[src/rtl/taf_pkg.sv]
`default_nettype none

package taf_pkg;

    localparam int POINT_COUNT_DEF = 256;

    localparam int IDX_W      = 8;
    localparam int COORD_W    = 16;
    localparam int DIFF_W     = 17;
    localparam int MAG_W      = 16;
    localparam int SQ_W       = 32;
    localparam int RAD_W      = 34;
    localparam int ROOT_W     = 31;
    localparam int REM_W      = 32;
    localparam int SQRT_STEPS = 31;
    localparam int FRAC_SHIFT = 28;
    localparam int NUM_W      = 45;
    localparam int DIV_STEPS  = 15;
    localparam int UNIT_W     = 16;
    localparam int PROD_W     = 32;
    localparam int CROSS_W    = 33;
    localparam int FEAT_W     = 17;
    localparam int CORNERS    = 3;

    // B, C, normalize-numerator and final stages around the sqrt and divide steps
    localparam int EDGE_LAT = SQRT_STEPS + DIV_STEPS + 4;

    localparam int S_DATA_W = 64;
    localparam int M_DATA_W = 56;

    localparam int FIFO_DEPTH = 4;
    localparam int FIFO_AW    = 2;
    localparam int FIFO_CW    = 3;

    localparam logic [DIV_STEPS-1:0]     UNIT_ONE    = DIV_STEPS'(16384);
    localparam logic signed [FEAT_W-1:0] FEAT_ONE    = FEAT_W'(4096);
    localparam logic signed [FEAT_W-1:0] DUP_FEATURE = -FEAT_W'(40960);
    localparam logic signed [CROSS_W-1:0] ROUND_HALF = CROSS_W'(32768);

    typedef enum logic {
        REQ_WRITE   = 1'b0,
        REQ_COMPUTE = 1'b1
    } t_req;

    typedef struct packed {
        t_req                              req;
        logic                              dup;
        logic [IDX_W-1:0]                  point_index;
        logic signed [COORD_W-1:0]         coord_x;
        logic signed [COORD_W-1:0]         coord_y;
        logic [CORNERS-1:0][IDX_W-1:0]     corner;
    } t_job;

endpackage

`default_nettype wire

[src/rtl/taf_front.sv]
`default_nettype none

module taf_front (
    input  logic                          i_valid,
    // point_index, coord_x, coord_y, first_index, second_index, third_index
    input  logic [taf_pkg::S_DATA_W-1:0]  i_data,
    // req_type
    input  logic [0:0]                    i_user,
    input  logic                          i_full,
    output logic                          o_ready,
    output logic                          o_push,
    output taf_pkg::t_job                 o_job
);
    import taf_pkg::*;

    logic [IDX_W-1:0] w_a;
    logic [IDX_W-1:0] w_b;
    logic [IDX_W-1:0] w_c;

    assign w_a = i_data[47:40];
    assign w_b = i_data[55:48];
    assign w_c = i_data[63:56];

    assign o_ready = !i_full;
    assign o_push  = i_valid && !i_full;

    always_comb begin
        o_job.req         = t_req'(i_user[0]);
        o_job.dup         = (w_a == w_b) || (w_a == w_c) || (w_b == w_c);
        o_job.point_index = i_data[7:0];
        o_job.coord_x     = i_data[23:8];
        o_job.coord_y     = i_data[39:24];
        o_job.corner[0]   = w_a;
        o_job.corner[1]   = w_b;
        o_job.corner[2]   = w_c;
    end

endmodule

`default_nettype wire

[config.mk]
export PLATFORM = sky130hd
export DESIGN_NAME = taf_front
export DESIGN_NICKNAME = d
export VERILOG_FILES = /design/src/rtl/taf_pkg.sv /design/src/rtl/taf_front.sv
export SDC_FILE = /design/constraint.sdc
export NUM_CORES = 1
export LEC_CHECK = 0
export BUFFER_PORTS_ARGS = -buffer_cell sky130_fd_sc_hd__clkbuf_2
export CAP_MARGIN = 40
export CORE_AREA = 2 2 56 58
export DETAILED_ROUTE_END_ITERATION = 10
export DIE_AREA = 0 0 58 60
export PLACE_DENSITY = 0.87
export SYNTH_ARGS = -nofsm -noshare
export SYNTH_HDL_FRONTEND = slang
export SYNTH_SLANG_ARGS = --single-unit
[constraint.sdc]
create_clock -name vclk -period 0.9
set_input_delay 0.09 -clock vclk [all_inputs]
set_output_delay 0.09 -clock vclk [all_outputs]
set_load 0.05 [all_outputs]
=== After elaboration in Yosys (flattened, before gate mapping) ===
Index checks and enable logic that the tools add are counted.
W data, S select, Z words.

* Div/mod/pow operators: 0
* $mul: 0
* Eq/ne operators: 3
* Bitwise gates (word level): 0
* $lt $le $gt $ge: 0
* Mux-type cells: 0
* Add/subtract/negate cells: 0
* Reductions and logical operators: 4
* Shift operators: 0

{| class="wikitable"
|+ Operators by type and width
! operator !! count
|-
| $eq A8 B8 Y1 || 3
|-
| $logic_or A1 B1 Y1 || 2
|-
| $logic_and A1 B1 Y1 || 1
|-
| $logic_not A1 Y1 || 1
|}

* Memories kept: 0
* Bits in registers: 0
* Memory bits (writable): 0
* ROM bits: 0
* Bits in latches: 0

=== Depth between registers and ports, before layout ===
Gate-level depths: netlist (run 1).

* Depth after elaboration: 3
* Depth in mapped cells: 4
* Depth with buffers taken out: 4

=== Worst setup path before layout (run 1) ===
OpenSTA, ideal clock, no wires.

* Kind: in2out
* Start point: in i_data[42] (netlist bit)
* End point: out o_job[64] (netlist bit)
* Cell stages on the path: 3
* Setup slack: -37 ps
* Required time: 810 ps
* Buffers on the path: 0
* Arrival time: 847 ps
* Cells stage by stage: xnor2_1 -> nand4_1 -> o211ai_2

{| class="wikitable"
|+ RTL lines
! element !! line !! text
|-
| from (decl) || taf_front.sv:6 || <nowiki>input logic [taf_pkg::S_DATA_W-1:0] i_data,</nowiki>
|-
| to (decl) || taf_front.sv:12 || <nowiki>output taf_pkg::t_job o_job</nowiki>
|}

==> impl_metrics.json, run 1 <==
{
  "clock_buffers": 0,
  "fin_area_sq_um": 699,
  "io_buffers": 53,
  "grt_setup_unrepaired": "true",
  "ios": 135,
  "seq_area_sq_um": 0,
  "cp-startpoint": "i_data[47]",
  "ys_warn_count": 0,
  "period_needed_ps": 1180,
  "die_area_sq_um": 3480,
  "final_util_pct": 24.1,
  "n_antenna_cell": 0,
  "std_cell_rows": 20,
  "status": "complete, but fails checks",
  "grt_first_pass_wirelength_um": 2040,
  "startpoint_type": "primary input",
  "p_leak_nw": 0.375,
  "required_ps": 810,
  "synth_top_area_share_pct": 63.7,
  "power_frac_seq_pct": 0,
  "postCtsHoldBufs": 0,
  "n_fill_cell": 325,
  "ys_seq_area_share_pct": 0,
  "fin_nets": 167,
  "p_per_area_nw_per_um2": 762,
  "vias": 554,
  "grtUsageTotal_pct": 7.44,
  "p_int_uw": 174,
  "hpwl_um": 1370,
  "synthTopCellsByCount": "buf_4 (65), xor2_1 (16), xnor2_1 (8)",
  "netSwitchingPower_uw": 359,
  "post-route-drc-count": 0,
  "syn2layout_area_growth_pct": -8.66,
  "antenna_found_initial": 0,
  "coreArea_sq_um": 2900,
  "synth_top_area_cell": "buf_4",
  "grt_max_degree": 4,
  "crit_type": "in -> out",
  "postRouteAntennaNets": 0,
  "drv_cap": 0,
  "fin_ws_ps": -275,
  "viasPerCell": 4.23,
  "clkPwrFrac_pct": 0,
  "p_comb_share_pct": 100.0,
  "setup_tns_ps": -275,
  "place_area_sq_um": 668,
  "pre_cts_ws_ps": -490,
  "yosys-top-cells-area": "buf_4 (64%), xor2_1 (18%), xnor2_1 (9.2%)",
  "synthesis.instances": 100,
  "p_sw_share_pct": 67.4,
  "slew_violations": 0,
  "vdd_drop_max_mv": 0.275,
  "die_h_um": 60,
  "yosysMostFrequentCell": "buf_4",
  "firstDrtPassIters": 2,
  "drive_gt1_share_pct": 67.3,
  "syn-cell-area_sq_um": 766,
  "fin_crit_sh_pct": 131,
  "routedWlPerCell_um": 11.3,
  "hold_path.class": "in -> out",
  "die_w_um": 58,
  "violations": "negative setup slack",
  "tightest_slew_ps": 283,
  "max-slew-margin-rel_pct": 81.2,
  "worst_setup_path_end_kind": "output pin",
  "synth_cell_type_count": 9,
  "gp_congestion": 0.603,
  "initial_core_util_pct": 26.4,
  "cp_max_fo": 3,
  "synth.avg_cell_area_sq_um": 7.66,
  "hp-start": "i_data[34]",
  "grt_overflow": 0,
  "post-cts-setup-buffer-count": 0,
  "seq_cells": 0,
  "grt_pass1_vias": 489,
  "drt-total-wl_um": 1480,
  "setup-violations-final": 1,
  "finalHoldViolCount": 0,
  "first_iter_violations": 15,
  "worstPathArrival_ps": 1090,
  "syn_nets": 167,
  "fmax_mhz": 851
}
## final timing paths
path	slack, ps	cells past startpoint	end
hold / removal	180	0	o_job[34]
setup / recovery	-280	6	o_job[64]
## final cells by class
cell class | count | area (sq um) | share of cell area, %
repair buffers | 63 | 359 | 51.3
multi-input cells | 34 | 295 | 42.2
inverters | 1 | 3.75 | 0.537
well taps | 33 | 41.3 | 5.90
## cells by family after synthesis
group,count (synthesis),synth area share [%]
AO/OA/AOI/OAI,1,1.63
XOR/XNOR,24,27.5
buffers and inverters,66,64.2
AND/OR/NAND/NOR,9,6.70
## worst max-delay path, stage by stage
cell	delay [ps]
clkbuf_2	110
xor2_1	180
nor4_2	300
nand2_1	130
o211ai_4	110
buf_8	170
## through the flow
stage / std cells / hold slack, ps / power, mW
2_1_floorplan: 100 / 347 / 0.890
3_3_place_gp: 131 / 180 / 0.523
3_5_place_dp: 131 / 180 / 0.525
4_1_cts: 131 / 180 / 0.540
5_1_grt: 131 / 180 / 0.566
6_report: 131 / 180 / 0.533
## what timing repair did
action / CTS / global route
gates resized for setup: 5 / 1
setup endpoints to repair: 1 / 1
pin swaps: 3 / 1
hold endpoints to repair: 0 / 0
## layer usage
layer,part of all wire [%],global-route usage [%]
met1,29,7.10
met2,51,14.3
met3,14,1.73
met5,0,0
met4,6.3,4.65
## placed cells by master (no fill, tap or decap)
cell type	synthesis	routed
buf_4	65	10
buf_8	0	1
clkbuf_2	0	51
clkbuf_8	0	1
inv_1	1	1
nand2_1	2	2
nand4_1	2	2
nor2b_1	1	1
nor4_1	4	2
nor4_2	0	2
o211ai_4	0	1
xnor2_1	8	8
xor2_1	16	16
## power by group through the flow
stage | Clock [mW] | Sequential (mW) | Combinational (mW)
floorplan | 0 | 0 | 0.890
global placement | 0 | 0 | 0.523
detailed placement | 0 | 0 | 0.525
CTS | 0 | 0 | 0.540
global route | 0 | 0 | 0.566
finish | 0 | 0 | 0.533
No activity file was read; power rests on OpenSTA's default activity.
==> run 2, diff against run 1 <==
--- a/config.mk
+++ b/config.mk
@@ -11,6 +11,7 @@
 export DETAILED_ROUTE_END_ITERATION = 10
 export DIE_AREA = 0 0 58 60
 export PLACE_DENSITY = 0.87
+export SETUP_SLACK_MARGIN = 0.3
 export SYNTH_ARGS = -nofsm -noshare
 export SYNTH_HDL_FRONTEND = slang
 export SYNTH_SLANG_ARGS = --single-unit
==> impl_metrics.json, run 2 (synthesized netlist as in run 1, its figures left out) <==
{
  "status": "complete, but fails checks",
  "violations": "negative setup slack",
  "final_common_cell": "clkbuf_2",
  "antenna_found_initial": 0,
  "io_buffers": 53,
  "fmax_mhz": 868,
  "max-slew-margin-rel_pct": 81.3,
  "ios": 135,
  "tightest_slew_ps": 282,
  "die_area_sq_um": 3480,
  "post-route-drc-count": 0,
  "grt_overflow": 0,
  "vdd_drop_max_mv": 0.254,
  "routedWlPerCell_um": 11.7,
  "fin_crit_sh_pct": 128,
  "slew_violations": 0,
  "worstPathArrival_ps": 1060,
  "required_ps": 810,
  "hold_path.class": "in -> out",
  "first_iter_violations": 7,
  "std_cell_rows": 20,
  "instances_no_fill": 130,
  "hpwl_um": 1340,
  "worst_setup_path_end_kind": "output pin",
  "firstDrtPassIters": 3,
  "p_per_area_nw_per_um2": 727,
  "postRouteAntennaNets": 0,
  "die_w_um": 58,
  "period_needed_ps": 1150,
  "grt_pass1_vias": 506,
  "whs_ps": 180,
  "final_cell_mix": "clkbuf_2 (33), xor2_1 (16), xnor2_1 (8), buf_2 (8), buf_4 (7)",
  "grt_setup_unrepaired": "true",
  "setup_tns_ps": -253,
  "fin_nets": 166,
  "grtUsageTotal_pct": 7.80,
  "crit_type": "in -> out",
  "finalHoldViolCount": 0,
  "p_leak_nw": 0.409,
  "initial_core_util_pct": 26.4,
  "grt_max_degree": 4,
  "n_antenna_cell": 0,
  "n_fill_cell": 327,
  "drt-total-wl_um": 1520,
  "seq_cells": 0,
  "drv_cap": 0,
  "grt_first_pass_wirelength_um": 2140,
  "coreArea_sq_um": 2900,
  "fin_ws_ps": -253,
  "gp_congestion": 0.647,
  "clock_buffers": 0,
  "die_h_um": 60,
  "vias": 538,
  "setup-violations-final": 1,
  "syn2layout_area_growth_pct": 4.25,
  "viasPerCell": 4.14,
  "startpoint_type": "primary input",
  "drive_gt1_share_pct": 67.0,
  "cp_max_fo": 3,
  "seq_area_sq_um": 0,
  "placed_cells": 130
}
run 2: final timing paths:
check	from	end	slack, ps	cells past startpoint
setup / recovery	i_data[44]	o_job[64]	-250	6
hold / removal	i_data[25]	o_job[25]	180	0
run 2: repair_timing:
action,in CTS,in global routing
setup buffers,0,0
endpoints found under the setup margin,11,12
hold buffers,0,0
gates resized for setup,22,13
run 2: power breakdown:
part	switching, mW	leakage (nW)	total (mW)	internal [mW]
clock network	0	0	0	0
registers	0	0	0	0
logic	0.363	0.409	0.580	0.217
run 2: critical path, cell delays in order:
cell,delay (ps)
clkbuf_2,110
xor2_1,160
nor4_1,280
nand2_1,140
o211ai_4,110
buf_12,160
run 2: final cells by class:
| cell class | count | area, sq um | share of cell area, % |
|---|---|---|---|
| inverter | 1 | 3.75 | 0.470 |
| timing repair buffer | 62 | 457 | 57.2 |
| tap | 33 | 41.3 | 5.17 |
| multi-input combinational | 34 | 297 | 37.1 |
run 2: metal layers:
metal	global-route usage, %	routed length, um
met4	2.99	28
met2	15.4	774
met1	7.98	522
met3	1.52	189
met5	0	0
run 2: per-stage QoR:
| stage | power [mW] | area (sq um) | util, % | setup slack [ps] |
|---|---|---|---|---|
| global route | 0.613 | 798 | 27.5 | -331 |
| CTS | 0.579 | 786 | 27.1 | -291 |
| global placement | 0.528 | 683 | 23.5 | -299 |
| detailed placement | 0.531 | 683 | 23.5 | -291 |
| finish | 0.580 | 798 | 27.5 | -253 |
| floorplan | 0.893 | 782 | - | 12.8 |
