==> src/rtl/taf_pkg.sv <==
`default_nettype none

package taf_pkg;

    localparam int POINT_COUNT_DEF = 256;

    localparam int IDX_W      = 8;
    localparam int COORD_W    = 16;
    localparam int DIFF_W     = 17;
    localparam int MAG_W      = 16;
    localparam int SQ_W       = 32;
    localparam int RAD_W      = 34;
    localparam int ROOT_W     = 31;
    localparam int REM_W      = 32;
    localparam int SQRT_STEPS = 31;
    localparam int FRAC_SHIFT = 28;
    localparam int NUM_W      = 45;
    localparam int DIV_STEPS  = 15;
    localparam int UNIT_W     = 16;
    localparam int PROD_W     = 32;
    localparam int CROSS_W    = 33;
    localparam int FEAT_W     = 17;
    localparam int CORNERS    = 3;

    // B, C, normalize-numerator and final stages around the sqrt and divide steps
    localparam int EDGE_LAT = SQRT_STEPS + DIV_STEPS + 4;

    localparam int S_DATA_W = 64;
    localparam int M_DATA_W = 56;

    localparam int FIFO_DEPTH = 4;
    localparam int FIFO_AW    = 2;
    localparam int FIFO_CW    = 3;

    localparam logic [DIV_STEPS-1:0]     UNIT_ONE    = DIV_STEPS'(16384);
    localparam logic signed [FEAT_W-1:0] FEAT_ONE    = FEAT_W'(4096);
    localparam logic signed [FEAT_W-1:0] DUP_FEATURE = -FEAT_W'(40960);
    localparam logic signed [CROSS_W-1:0] ROUND_HALF = CROSS_W'(32768);

    typedef enum logic {
        REQ_WRITE   = 1'b0,
        REQ_COMPUTE = 1'b1
    } t_req;

    typedef struct packed {
        t_req                              req;
        logic                              dup;
        logic [IDX_W-1:0]                  point_index;
        logic signed [COORD_W-1:0]         coord_x;
        logic signed [COORD_W-1:0]         coord_y;
        logic [CORNERS-1:0][IDX_W-1:0]     corner;
    } t_job;

endpackage

`default_nettype wire

==> src/rtl/taf_fifo.sv <==
`default_nettype none

module taf_fifo (
    input  logic           i_clk,
    input  logic           i_rst_n,
    input  logic           i_push,
    input  taf_pkg::t_job  i_job,
    output logic           o_full,
    input  logic           i_pop,
    output taf_pkg::t_job  o_job,
    output logic           o_empty
);
    import taf_pkg::*;

    t_job               r_mem [FIFO_DEPTH];
    logic [FIFO_AW-1:0] r_wptr;
    logic [FIFO_AW-1:0] r_rptr;
    logic [FIFO_CW-1:0] r_count;

    assign o_full  = (r_count == FIFO_CW'(FIFO_DEPTH));
    assign o_empty = (r_count == '0);
    assign o_job   = r_mem[r_rptr];

    always_ff @(posedge i_clk) begin
        if (i_push) begin
            r_mem[r_wptr] <= i_job;
        end
    end

    always_ff @(posedge i_clk) begin
        if (!i_rst_n) begin
            r_wptr  <= '0;
            r_rptr  <= '0;
            r_count <= '0;
        end else begin
            if (i_push) begin
                r_wptr <= r_wptr + FIFO_AW'(1);
            end
            if (i_pop) begin
                r_rptr <= r_rptr + FIFO_AW'(1);
            end
            if (i_push && !i_pop) begin
                r_count <= r_count + FIFO_CW'(1);
            end else if (!i_push && i_pop) begin
                r_count <= r_count - FIFO_CW'(1);
            end
        end
    end

    a_count_bound: assert property (@(posedge i_clk) disable iff (!i_rst_n)
        r_count <= FIFO_CW'(FIFO_DEPTH))
        else $error("queue count beyond depth");

    a_count_up: assert property (@(posedge i_clk) disable iff (!i_rst_n)
        (i_push && !i_pop) |=> (r_count == $past(r_count) + FIFO_CW'(1)))
        else $error("queue count did not follow push");

endmodule

`default_nettype wire

==> config.mk <==
export PLATFORM = sky130hd
export DESIGN_NAME = taf_fifo
export DESIGN_NICKNAME = d
export VERILOG_FILES = /design/src/rtl/taf_pkg.sv /design/src/rtl/taf_fifo.sv
export SDC_FILE = /design/constraint.sdc
export NUM_CORES = 1
export LEC_CHECK = 0
export BUFFER_PORTS_ARGS = -buffer_cell sky130_fd_sc_hd__buf_2
export CAP_MARGIN = 10
export CORE_MARGIN = 2
export CORE_UTILIZATION = 59
export CTS_BUF_LIST = sky130_fd_sc_hd__clkbuf_8
export CTS_CLUSTER_SIZE = 20
export DETAILED_ROUTE_END_ITERATION = 7
export PLACE_DENSITY = 0.92
export SYNTH_ARGS = -nofsm -noshare
export SYNTH_HDL_FRONTEND = slang
export SYNTH_SLANG_ARGS = --single-unit
==> constraint.sdc <==
create_clock -name i_clk -period 2.92 [get_ports i_clk]
set_input_delay 0.292 -clock i_clk [delete_from_list [all_inputs] [get_ports i_clk]]
set_output_delay 0.292 -clock i_clk [all_outputs]
set_load 0.03 [all_outputs]
After elaboration in Yosys (flattened, before gate mapping). Memories as Yosys holds them, arrays and structs flattened. A register that Yosys moved wholly into a read port is not among the register bits. Cells that the tools add are included.

Add/sub/neg operators: 4. Equal/unequal tests: 1. Mux-type cells: 6. Reductions and logical operators: 6.

Operator list (count): $mux W3 (2); $add A2 B1 Y2 const B (2); $mux W2 (2); $add A3 B1 Y3 const B (1); $eq A3 B3 Y1 const B (1); $logic_not A3 Y1 (1); $sub A3 B1 Y3 const B (1); $logic_and A1 B1 Y1 (2); $logic_not A1 Y1 (2); $mux W1 (2); $reduce_bool A2 Y1 (1).

Register bits: 7. Memory bits (writable): 264. Output and inout port bits: 68. Logic and storage cells: 21. Memories: 1.

Memory list: r_mem (depth 4, width 66, rd ports 1, clocked after Yosys merged registers in 1, wr ports 1, RTL line taf_fifo.sv:15) `t_job r_mem [FIFO_DEPTH];`.

Logic depth before layout (Yosys ltp).
Word-level depth: 4. Depth in mapped cells: 7. Depth with buffers taken out: 7.

Worst setup path before layout. OpenSTA, ideal clock, no wires.

Path kind: register to register. Start point: register r_wptr[0]. End point: memory r_mem[0][0] in the netlist's numbering (enable). Data arrival time: 2091 ps. Path slack: 398 ps. Cell stages (with the launch flop): 4. Path buffers: 0. Clock period less this slack: 2522 ps. Cells stage by stage: dfxtp_1 inv_1 ha_1 and2_1.

RTL lines: start, declared (RTL line taf_fifo.sv:16) `logic [FIFO_AW-1:0] r_wptr;`; start signal, assigned (RTL line taf_fifo.sv:37) `r_wptr <= r_wptr + FIFO_AW'(1);`; end, declared (RTL line taf_fifo.sv:15).

Straight into the memory's write port.

==> reports/summary.log <==
[outcome] result of the run completed
[logic_synthesis] Post-Synthesis Cells 387
[hold_path] worst hold path type in -> reg
[final_layout] commonest non-fill, non-tap cell in the layout sky130_fd_sc_hd__edfxtp_1
[power_and_ir_drop] switching power summed over all nets 2.07 mW
[logic_synthesis] count of distinct cell types in the synthesized netlist 21
[critical_path] Bufs and invs on worst path 2
[detailed_routing] detailed-routing iteration count for the pre-antenna-repair pass 5
[power_and_ir_drop] share of total power consumed by net switching 24.2%
[critical_path] Crit. End Element output pin
[global_route] overflow left after global routing 0
[sta] aggregate negative setup slack 0 ns
[critical_path] reg2reg setup slack 1.12 ns
[clocking] Clock Root Buffer sky130_fd_sc_hd__clkbuf_8
[floorplanning] die height 134 um
[critical_path] length in cells of the worst reg-to-reg path 3
[power_and_ir_drop] Comb pwr share 12.9%
[detailed_routing] final WL 18800 um
[sta] crit share post-route 84.1%
[sta] fmax 0.407 GHz
[power_and_ir_drop] pwr dens 691 nW/um2
[power_and_ir_drop] portion of total power attributed to sequential cells 53.5%
[sta] Slew HR 61.5%
[critical_path] cell with the biggest individual delay on the critical path sky130_fd_sc_hd__mux4_2
[detailed_routing] via count 4855
[clocking] number of clock sinks seen by CTS 273
[detailed_routing] Post-Route M1 WL 7310 um
[sta] count of final hold-check violations 0
[final_layout] synthesis-to-layout area growth 24.5%
[critical_path] number of gates on the worst path with buffers counted 3
[logic_synthesis] total number of yosys warnings 0
[global_route] maximum number of pins on one net before global-route repair 40
[detailed_routing] Detail Route Antenna Nets 0
[logic_synthesis] area of the mapped netlist 9960 um2
[final_layout] commonest cells after routing, fill and taps aside 264 x sky130_fd_sc_hd__edfxtp_1, 137 x sky130_fd_sc_hd__buf_2, 66 x sky130_fd_sc_hd__mux4_2, 65 x sky130_fd_sc_hd__dlygate4sd3_1, 50 x sky130_fd_sc_hd__clkbuf_8
[critical_path] startpoint types register
[placed_design] count of buffers inserted at the top-level ports 137
[critical_path] Crit Path Max Fanout 32
[critical_path] Max stage delay on crit path 0.57 ns
[logic_synthesis] sequential area share after synthesis 81.4%
[floorplanning] Die Outline Area 17900 um2
[final_layout] number of filler cells placed in the layout 922
[floorplanning] die width 134 um
[critical_path] Arrival @ worst endpoint 2.16 ns
[floorplanning] count of standard-cell rows 47
[detailed_routing] topmost layer with routed signal wires met4
[final_layout] share of final-layout standard cells stronger than drive strength 1 41.4%
[critical_path] endpoint of the lowest-slack register-to-register path r_mem[1][41]$_DFFE_PP_
[critical_path] critical path class reg -> out
[detailed_routing] Via density 5.52
[critical_path] family of cells with the greatest summed delay on the critical path multiplexers
[run] max cap viols 0
[power_and_ir_drop] cell leakage power 4.33 nW
[floorplanning] Core ar. 16500 um2
[global_route] GR Util All Layers 21.3%
[placed_design] post-DP HPWL 11300 um
[global_route] first-pass GRT wire length 28500 um
[placed_design] weighted congestion at the end of routability-driven global placement 0.706
[sta] unrepaired setup endpoints after global routing no
[global_route] number of global-route vias before repair 5144
[detailed_routing] wire length per cell 21.4 um
[final_layout] area taken by flip-flops and latches 8120 um2
[detailed_routing] Iter 0 DRT Violations 328
[detailed_routing] metal2 WL 9880 um
[detailed_routing] post-route DRC violation count 0
[clocking] number of post-CTS setup repair buffers 0
[power_and_ir_drop] Clk pwr share 33.6%
[critical_path] required arrival time at the worst endpoint 2.63 ns
[critical_path] endpoint of the worst setup timing path o_job[43]
[clocking] H-tree depth 2
[sta] Pins Over Slew Limit 0
[floorplanning] effective utilization at floorplan 60.3%
[clocking] maximum number of buffers from clock root to sink 3
[power_and_ir_drop] internal power 6.50 mW
[sta] final critical path time including I/O delays and setup 2.46 ns
[power_and_ir_drop] VDD IR-drop max 0.000406 V
[floorplanning] I/O pin total 138
[final_layout] multi-input logic area 1750 um2
[clocking] number of clock buffers inserted by TritonCTS 43
[final_layout] count of antenna diodes in the layout 0
[detailed_routing] Detail Route met3 WL 1340 um
[logic_synthesis] net count after synthesis 463
[power_and_ir_drop] power consumption 8.57 mW
[sta] Slew @ Worst Pin 0.577 ns
[clocking] clock-pin slew of the registers on the worst-case setup and hold paths 0.06 ns
[sta] number of setup violations in the final report 0
[sta] Fin Clk Skew 0.0222 ns
[critical_path] startpoint of the lowest-slack register-to-register path r_wptr[0]$_SDFFE_PN0P_
[placed_design] Placed Cells incl. Taps 739
[logic_synthesis] Syn Area/Cell 25.7 um2
[global_route] initial antenna violation count 0
[final_layout] final cell count without fillers 879
[final_layout] Total Nets Final 705
[logic_synthesis] number of flip-flops and latches in the synthesized netlist 273
[clocking] clock tree from TritonCTS done
[critical_path] crit path cell chain buf_12 > mux4_2 > buf_2
[clocking] clock latency on the worst-skew pair 0.51 ns
per-layer routing:
| metal | global-route usage, % | vias to the layer above |
|---|---|---|
| li1 | - | 2142 |
| met1 | 28.4 | 2481 |
| met2 | 35.9 | 213 |
| met3 | 5.18 | 19 |
| met4 | 5.97 | 0 |
| met5 | 0 | - |
power groups by stage:
stage               Sequential [mW]  Clock (mW)  Combinational, mW
global route                   4.60        3.09               1.18
CTS                            4.58        2.94               1.12
detailed placement             4.66           0               1.05
global placement               4.64           0               1.02
finish                         4.58        2.88               1.11
floorplan                      4.62           0              0.739
state kept, by name (all words and copies together), names as in the netlist, named ones only:
name,count
r_mem,264
r_rptr,2
r_count,3
r_wptr,2
worst min path at each step:
stage,startpoint,to,slack [ns],cells past startpoint
finish,i_job[12],r_mem[0][12]$_DFFE_PP_,0.04,1
floorplan,i_job[0],r_mem[0][0]$_DFFE_PP_,0.39,0
detailed placement,i_job[32],r_mem[3][32]$_DFFE_PP_,0.51,1
CTS,i_job[12],r_mem[0][12]$_DFFE_PP_,0.002,1
global route,i_job[12],r_mem[3][12]$_DFFE_PP_,0.02,1
global placement,r_count[2]$_SDFFE_PN0P_,r_count[2]$_SDFFE_PN0P_,0.48,2
synth_stat cells:
cell                       instances  area share, %
sky130_fd_sc_hd__a21boi_0          1          0.075
sky130_fd_sc_hd__and2_1            9           0.57
sky130_fd_sc_hd__buf_2             5           0.25
sky130_fd_sc_hd__buf_4             2           0.15
sky130_fd_sc_hd__buf_6             5           0.57
sky130_fd_sc_hd__clkbuf_1          2          0.075
sky130_fd_sc_hd__dfxtp_1           9            1.8
sky130_fd_sc_hd__edfxtp_1        264             80
sky130_fd_sc_hd__fa_1              1           0.20
sky130_fd_sc_hd__ha_1              5           0.63
sky130_fd_sc_hd__inv_1             4           0.15
sky130_fd_sc_hd__mux2i_1           2           0.20
sky130_fd_sc_hd__mux4_2           66             15
sky130_fd_sc_hd__nand2_1           1          0.038
sky130_fd_sc_hd__nor2b_1           2           0.13
sky130_fd_sc_hd__nor3_1            1          0.050
sky130_fd_sc_hd__nor3b_1           1          0.075
sky130_fd_sc_hd__o21ai_0           1          0.050
sky130_fd_sc_hd__or3_1             1          0.063
sky130_fd_sc_hd__xnor2_1           2           0.18
sky130_fd_sc_hd__xor2_1            3           0.26
area by class of cell:
cell class | instances | area share, %
Multi-Input combinational cell | 96 | 14.1
Sequential cell | 273 | 65.4
Clock inverter | 25 | 0.807
Tap cell | 220 | 2.22
Timing Repair Buffer | 211 | 11.8
Clock buffer | 50 | 5.55
Inverter | 4 | 0.121
timing repair:
item	4_1_cts	5_1_grt
hold buffers	64	1
gates resized for setup	0	0
hold endpoints to repair	256	1
through the flow:
stage	setup slack, ns	util (%)	instance area [um2]	hold WS (ns)
after global routing	0.315	75.1	12400	0.0167
after detailed placement	0.949	66.4	11000	0.508
after global placement	0.966	66.4	11000	0.482
after floorplan	0.398	-	9960	0.391
after CTS	0.391	75.0	12400	0.00214
final	0.463	75.1	12400	0.0380
logic make-up (layout without fill, tap and decap cells):
kind of cell,Yosys count,in the layout,share of synthesized area (%)
buffers and inverters,18,290,1.19
xor gates and xnor gates,5,5,0.440
AOI/OAI and AO/OA,2,2,0.126
DFF,273,273,81.4
and+or+nand+nor,15,15,0.917
adders and majority gates,6,6,0.829
muxes,68,68,15.1
No activity file was read; power rests on OpenSTA's default activity.
